--- src/design/segint_pkg.sv ---
package segint_pkg;

    localparam int COORD_WIDTH = 16;
    localparam int DIV_WIDTH   = 8;
    localparam int OUT_WIDTH   = 24;
    localparam int ADDR_WIDTH  = 3;

    // coordinate difference, pair product, cross term
    localparam int DW   = COORD_WIDTH + 1;
    localparam int PW   = 2 * DW;
    localparam int EW   = PW + 1;
    // crossing numerator, scaled denominator
    localparam int NXW  = EW + DW + 1;
    localparam int UDW  = EW + DIV_WIDTH + 1;
    localparam int DDW  = UDW + 1;
    localparam int NW   = NXW + 6;
    // quotient bits: |result| <= 16 * 2^(COORD_WIDTH-1)
    localparam int QW   = COORD_WIDTH + 4;
    localparam int RW   = DDW + QW;

    localparam logic [0:0] REG_X_DIVISOR = 1'b0;

    typedef enum logic [1:0] {
        MODE_NONE,
        MODE_SLOPED,
        MODE_VERT
    } mode_t;

    typedef struct packed {
        logic signed [COORD_WIDTH-1:0] ax0;
        logic signed [COORD_WIDTH-1:0] ay0;
        logic signed [COORD_WIDTH-1:0] ax1;
        logic signed [COORD_WIDTH-1:0] ay1;
        logic signed [COORD_WIDTH-1:0] bx0;
        logic signed [COORD_WIDTH-1:0] by0;
        logic signed [COORD_WIDTH-1:0] bx1;
        logic signed [COORD_WIDTH-1:0] by1;
    } seg_in_t;

    typedef struct packed {
        logic                        hit;
        logic signed [OUT_WIDTH-1:0] cross_x;
        logic signed [OUT_WIDTH-1:0] cross_y;
    } seg_out_t;

endpackage

--- src/design/segint_rdiv.sv ---
module segint_rdiv import segint_pkg::*; (
    input  logic           aclk,
    input  logic [QW-1:0]  adv,
    input  logic [NW-1:0]  num,
    input  logic [DDW-1:0] den,
    output logic [QW-1:0]  quo
);

    // restoring divider, one quotient bit per stage, MSB first
    logic [RW-1:0]  r_reg    [QW];
    logic [DDW-1:0] d_reg    [QW];
    logic [QW-1:0]  q_reg    [QW];
    logic [RW-1:0]  r_prev   [QW];
    logic [DDW-1:0] d_prev   [QW];
    logic [QW-1:0]  q_prev   [QW];
    logic [RW-1:0]  r_next   [QW];
    logic [QW-1:0]  q_next   [QW];

    always_comb begin
        r_prev[0] = RW'(num);
        d_prev[0] = den;
        q_prev[0] = '0;
        for (int j = 1; j < QW; j++) begin
            r_prev[j] = r_reg[j-1];
            d_prev[j] = d_reg[j-1];
            q_prev[j] = q_reg[j-1];
        end
    end

    always_comb begin
        for (int j = 0; j < QW; j++) begin
            if (r_prev[j] >= (RW'(d_prev[j]) << (QW - 1 - j))) begin
                r_next[j] = r_prev[j] - (RW'(d_prev[j]) << (QW - 1 - j));
                q_next[j] = q_prev[j] | (QW'(1) << (QW - 1 - j));
            end else begin
                r_next[j] = r_prev[j];
                q_next[j] = q_prev[j];
            end
        end
    end

    always_ff @(posedge aclk) begin
        for (int j = 0; j < QW; j++) begin
            if (adv[j]) begin
                r_reg[j] <= r_next[j];
                d_reg[j] <= d_prev[j];
                q_reg[j] <= q_next[j];
            end
        end
    end

    assign quo = q_reg[QW-1];

endmodule

--- config.mk ---
export PLATFORM = sky130hd
export DESIGN_NAME = segint_rdiv
export DESIGN_NICKNAME = d
export VERILOG_FILES = /design/src/design/segint_pkg.sv /design/src/design/segint_rdiv.sv
export SDC_FILE = /design/constraint.sdc
export NUM_CORES = 2
export LEC_CHECK = 0
export BUFFER_PORTS_ARGS = -buffer_cell sky130_fd_sc_hd__buf_2
export CAP_MARGIN = 30
export CORE_ASPECT_RATIO = 1.75
export CORE_MARGIN = 4
export CORE_UTILIZATION = 55
export DETAILED_ROUTE_END_ITERATION = 10
export GPL_ROUTABILITY_DRIVEN = 0
export MAX_ROUTING_LAYER = met4
export PLACE_DENSITY = 0.77
export SLEW_MARGIN = 0
export SYNTH_ARGS = -nofsm -noshare
export SYNTH_HDL_FRONTEND = slang
export SYNTH_SLANG_ARGS = --single-unit
--- constraint.sdc ---
create_clock -name aclk -period 4.13 [get_ports aclk]
set_input_delay 0.826 -clock aclk [delete_from_list [all_inputs] [get_ports aclk]]
set_output_delay 0.826 -clock aclk [all_outputs]
set_load 0.005 [all_outputs]
==> Yosys cells after proc, flatten, opt, wreduce, memory -nomap -nowiden <==
Memories as Yosys holds them, arrays and structs flattened.
Cells that the tools add are included.
{ "totals": {"memories": 3, "regBits": 0, "in_bits": 125, "ram_bits": 2600} }
{ "op_classes": {"mux": 80, "magnitude_cmp": 20, "n_addsub": 20} }
{ "memory_table": {"columns": ["memory", "words", "word_bits", "rd", "rd_clocked_by_memory_dff", "wr", "line_no", "rtl"], "rows": [
  ["r_reg", 20, 65, 19, 0, 20, "segint_rdiv.sv:10", "logic [RW-1:0] r_reg [QW];"],
  ["d_reg", 20, 45, 19, 0, 20, "segint_rdiv.sv:11", "logic [DDW-1:0] d_reg [QW];"],
  ["q_reg", 20, 20, 20, 0, 20, "segint_rdiv.sv:12", "logic [QW-1:0] q_reg [QW];"]
]} }
{ "op_table": {"columns": ["cell", "n"], "rows": [
  ["65-bit 2-to-1 mux", 20],
  ["65-bit by 45-bit greater-or-equal comparator with 1-bit output", 1],
  ["65-bit by 46-bit greater-or-equal comparator with 1-bit output", 1],
  ["65-bit by 47-bit greater-or-equal comparator with 1-bit output", 1],
  ["65-bit by 48-bit greater-or-equal comparator with 1-bit output", 1],
  ["65-bit by 49-bit greater-or-equal comparator with 1-bit output", 1],
  ["65-bit by 50-bit greater-or-equal comparator with 1-bit output", 1],
  ["65-bit by 51-bit greater-or-equal comparator with 1-bit output", 1],
  ["65-bit by 52-bit greater-or-equal comparator with 1-bit output", 1],
  ["65-bit by 53-bit greater-or-equal comparator with 1-bit output", 1],
  ["65-bit by 54-bit greater-or-equal comparator with 1-bit output", 1],
  ["65-bit by 55-bit greater-or-equal comparator with 1-bit output", 1],
  ["65-bit by 56-bit greater-or-equal comparator with 1-bit output", 1],
  ["65-bit by 57-bit greater-or-equal comparator with 1-bit output", 1],
  ["65-bit by 58-bit greater-or-equal comparator with 1-bit output", 1],
  ["65-bit by 59-bit greater-or-equal comparator with 1-bit output", 1],
  ["65-bit by 60-bit greater-or-equal comparator with 1-bit output", 1],
  ["65-bit by 61-bit greater-or-equal comparator with 1-bit output", 1],
  ["65-bit by 62-bit greater-or-equal comparator with 1-bit output", 1],
  ["65-bit by 63-bit greater-or-equal comparator with 1-bit output", 1],
  ["59-bit by 64-bit subtractor with 65-bit output", 1],
  ["65-bit by 45-bit subtractor with 65-bit output", 1],
  ["65-bit by 46-bit subtractor with 65-bit output", 1],
  ["65-bit by 47-bit subtractor with 65-bit output", 1],
  ["37 further kinds", 77]
]} }

==> Depth between registers and ports, before layout <==
An unclocked memory read counts as a cell.
{ "depth": {"ltp_word": 3, "mapped_depth": 17, "depth_no_buf": 17} }

==> Worst setup path after synthesis <==
No wires, ideal clock.
{ "synth_timing": {"kind": "input port to flip-flop", "startpoint": "input den[2]", "endpoint": "memory r_reg[0][27] (netlist name) (data pin)", "t_required_ps": 3870, "path_stages": 13, "arrival_ps": 3770, "setup_slack_ps": 100, "n_path_buf": 1, "path_cell_list": "inv_1 > ha_1 > nor2b_1 > o31ai_1 > a21oi_1 > o21a_1 > a311oi_1 > a211oi_1 > a31o_2 > o31a_1 > o221ai_2 > buf_2 > mux2_2"} }
{ "synth_rtl": {"columns": ["element", "line_no", "rtl"], "rows": [
  ["start: declaration", "segint_rdiv.sv:5", "input logic [DDW-1:0] den,"],
  ["end: declaration", "segint_rdiv.sv:10", null]
]} }

==> results.yml <==
status:
  outcome: "finished with violations"
  violations: "negative setup slack"
drt:
  wl_mm: 352.7
  viasPerCell: 5.914
  drc: 0
  first_iter_violations: 6193
  drtAntennaViolNets: 0
  first_pass_iters: 6
  wire_per_inst_um: 20.35
  dr_total_vias: 102500
cells_and_area:
  final_util_pct: 63.39
  drive_above_1_share_pct: 13.95
  largest_reg_flops: 1235
  instances_no_fill: 17330
  areaGrowthSynthToFinish_pct: 14.84
  fin_nets: 14920
  fillers: 18650
floorplanning:
  start_util_pct: 55.20
  die_x_um: 382.2
  fp.dieH_um: 662.8
  row_count: 240
  coreArea_mm2: 0.2441
  ioPinCount: 145
  die_area_mm2: 0.2533
power_and_ir_drop:
  p_seq_share_pct: 34.1
  power.internal_mw: 67.14
  leakage_nw: 63.68
  power.density_mw_per_mm2: 702.3
  sw_frac_of_total_pct: 38.22
  ir_drop_v: 0.0004063
  power_frac_comb_pct: 48.0
  pwr-share-clk_pct: 18.0
  power.switching_mw: 41.54
  totalPowerFinal_mw: 108.7
worst_setup_path:
  path_class: "register to register"
  path_buf_inv: 1
  path_depth: 13
  ff2ff_path_depth: 13
  path_max_fanout: 5
  critPathSlowestCell: "or4_4"
  worst-endpoint-arrival_ps: 4770
  crit_family: "simple AND/OR/NAND/NOR gates"
  reg2reg_setup_slack_ps: -9
  endpoint_kind: "register"
  reg2reg_from: "r_reg[14][33]"
  crit_required_ps: 4760
  worstReg2RegEnd: "r_reg[15][61]"
  critical_path.max_stage_delay_ps: 700
  crit_chain: "ha_4 > and2_1 > nand4_1 > or3_4 > nor3_4 > nand3_4 > or4_4 > nand2_1 > nand3b_1 > nand3_2 > a2111oi_1 > buf_4 > xor2_1"
  start_kind: "register"
job:
  max_cap_viol_count: 0
clock_network:
  cts_buffer_depth: 4
  clock_sinks: 2300
  clk_pin_slew_ps: 60
  cts_hold_buf: 0
  cts_htree_levels: 4
  cts_buffers: 220
  root_buffer: "clkbuf_16"
  clk_latency_ps: 890
  cts_tree: "done"
min_path:
  hold_path_class: "input port to register"
  holdCritStartpoint: "den[10]"
  whs_endpoint: "d_reg[0][10]"
  hold-path-cell-count: 1
sta:
  finalHoldViolations: 0
  min_period_over_period_pct: 100.2
  fin_tns_setup_ps: -9.188
  rsz0062_at_grt: "true"
  finalSetupViolCount: 1
  layout_min_cycle_time_ps: 4139
  relSlewSlack_pct: 27.34
  fmax_mhz: 241.6
  worst_pin_slew_ps: 1062
  slew_violations: 0
  skew_ps: 33.74
  layout_setup_ws_ps: -9.188
logic_synthesis:
  netlist_area_mm2: 0.1348
  synth_ff_type: "edfxtp_1"
  postSynthCellCount: 12830
  yosysWarnings: 0
  synth_edf_count: 2300
  ys_seq_elements: 2300
  synth.distinct_cells: 108
  syn_nets: 13870
  ys_async_sr_fraction_pct: 0
  seq_area_frac_synth_pct: 51.25
  syn_area_per_cell_um2: 10.50
grt:
  antenna_found_initial: 11
  grt_pass1_vias: 106800
  groute.usage.overall_pct: 27.89
  grt_max_degree: 78
  grt_pass1_wl_mm: 542.5
  grt.overflow.total: 0
placed_design:
  place_hpwl_mm: 278.7
  placed_cells: 16890
  port-buffer-count: 144
==> per-layer routing <==
metal / wire length (um) / GRT usage (%) / vias up
met2: 196000 / 54.38 / 3340
met4: 47260 / 29.86 / 0
li1: - / - / 49070
met1: 97600 / 19.89 / 48160
met5: 0 / - / -
met3: 11910 / 3.234 / 1927
==> synth_stat cells, types with 166 or more instances <==
master / n / share of area, %
nor3_1: 192 / 0.71
o21bai_1: 166 / 0.92
inv_1: 1144 / 3.2
clkbuf_1: 367 / 1.0
o21ai_0: 728 / 2.7
ha_1: 895 / 8.3
xnor2_1: 547 / 3.6
xor2_1: 398 / 2.6
nand4_1: 247 / 1.1
nor2_1: 975 / 2.7
nand3_1: 214 / 0.79
nand2_1: 949 / 2.6
a21oi_1: 1384 / 5.1
edfxtp_1: 2300 / 51
a21o_1: 547 / 3.0
==> power by group through the flow <==
| stage | registers (mW) | clock network (mW) | logic, mW |
|---|---|---|---|
| finish | 37.0 | 19.5 | 52.1 |
| detailed placement | 37.3 | 0 | 49.9 |
| global route | 37.4 | 20.7 | 56.7 |
| floorplan | 36.1 | 0 | 34.4 |
| CTS | 36.8 | 19.7 | 50.5 |
| global placement | 37.1 | 0 | 48.8 |
==> final cells by class <==
cell class	count	area [um^2]	area share [%]
Clock inverter	130	1062	0.6864
Timing Repair Buffer	1270	9789	6.326
Antenna cell	18	45.04	0.02911
Clock buffer	262	5769	3.728
Sequential cell	2300	69070	44.63
Multi-Input combinational cell	8935	60610	39.17
Tap cell	3267	4088	2.641
Inverter	1149	4320	2.792
==> layout by cell type, fill, tap and decap left out, types with 34 or more instances in the layout <==
cell type / count
and4_1: 34
clkinv_2: 44
a21oi_1: 1365
o21bai_1: 164
nand4_1: 247
nor2_1: 972
nand2_1: 947
inv_1: 1141
buf_12: 39
and2_1: 41
a21boi_0: 38
buf_2: 126
a31oi_1: 79
o211ai_1: 47
or3_1: 69
nor4_1: 108
nor3_1: 182
a211oi_1: 73
o21ai_0: 715
nor2b_1: 122
and3_1: 67
nand2b_1: 94
xnor2_1: 547
ha_1: 889
mux2_2: 138
a21o_1: 546
o21a_1: 113
nand3_1: 210
clkinv_1: 49
clkbuf_16: 226
clkbuf_1: 37
xor2_1: 398
edfxtp_1: 2300
o31ai_1: 65
buf_4: 1092
or4_1: 42
==> logic make-up after synthesis <==
group | count (synthesis) | synth area share (%)
compound gates | 3622 | 16.61
xor+xnor | 945 | 6.142
fa+ha+maj | 914 | 8.592
buf+inv | 1599 | 4.495
flops | 2300 | 51.25
mux | 143 | 1.191
simple gates | 3311 | 11.71
==> how the worst max path moves through the flow <==
stage                     slack (ps)           from            end
after floorplan                  100         den[2]   r_reg[0][27]
after global placement          -620  r_reg[14][33]  r_reg[15][59]
after detailed placement        -710  r_reg[14][33]  r_reg[15][59]
after CTS                          2   d_reg[17][0]  r_reg[18][54]
after global routing            -120   r_reg[15][3]  r_reg[16][18]
final                             -9  r_reg[14][33]  r_reg[15][61]
==> what timing repair did <==
| item | in CTS | in global routing |
|---|---|---|
| resized for setup | 42 | 155 |
| buffers inserted | 2 | 27 |
| pin swaps | 8 | 54 |
| setup endpoints to repair | 243 | 423 |
| gates cloned | 0 | 1 |
==> stage by stage <==
step | instance area (um^2) | setup slack, ps | hold WS [ps]
after CTS | 153800 | 1.908 | 87.20
after detailed placement | 146700 | -712.8 | 404.5
after global placement | 146700 | -617.9 | 400.1
after global routing | 154700 | -123.0 | 116.7
final | 154800 | -9.188 | 131.0
after floorplan | 134800 | 100.3 | 400.3
No activity file was read; power rests on OpenSTA's default activity.
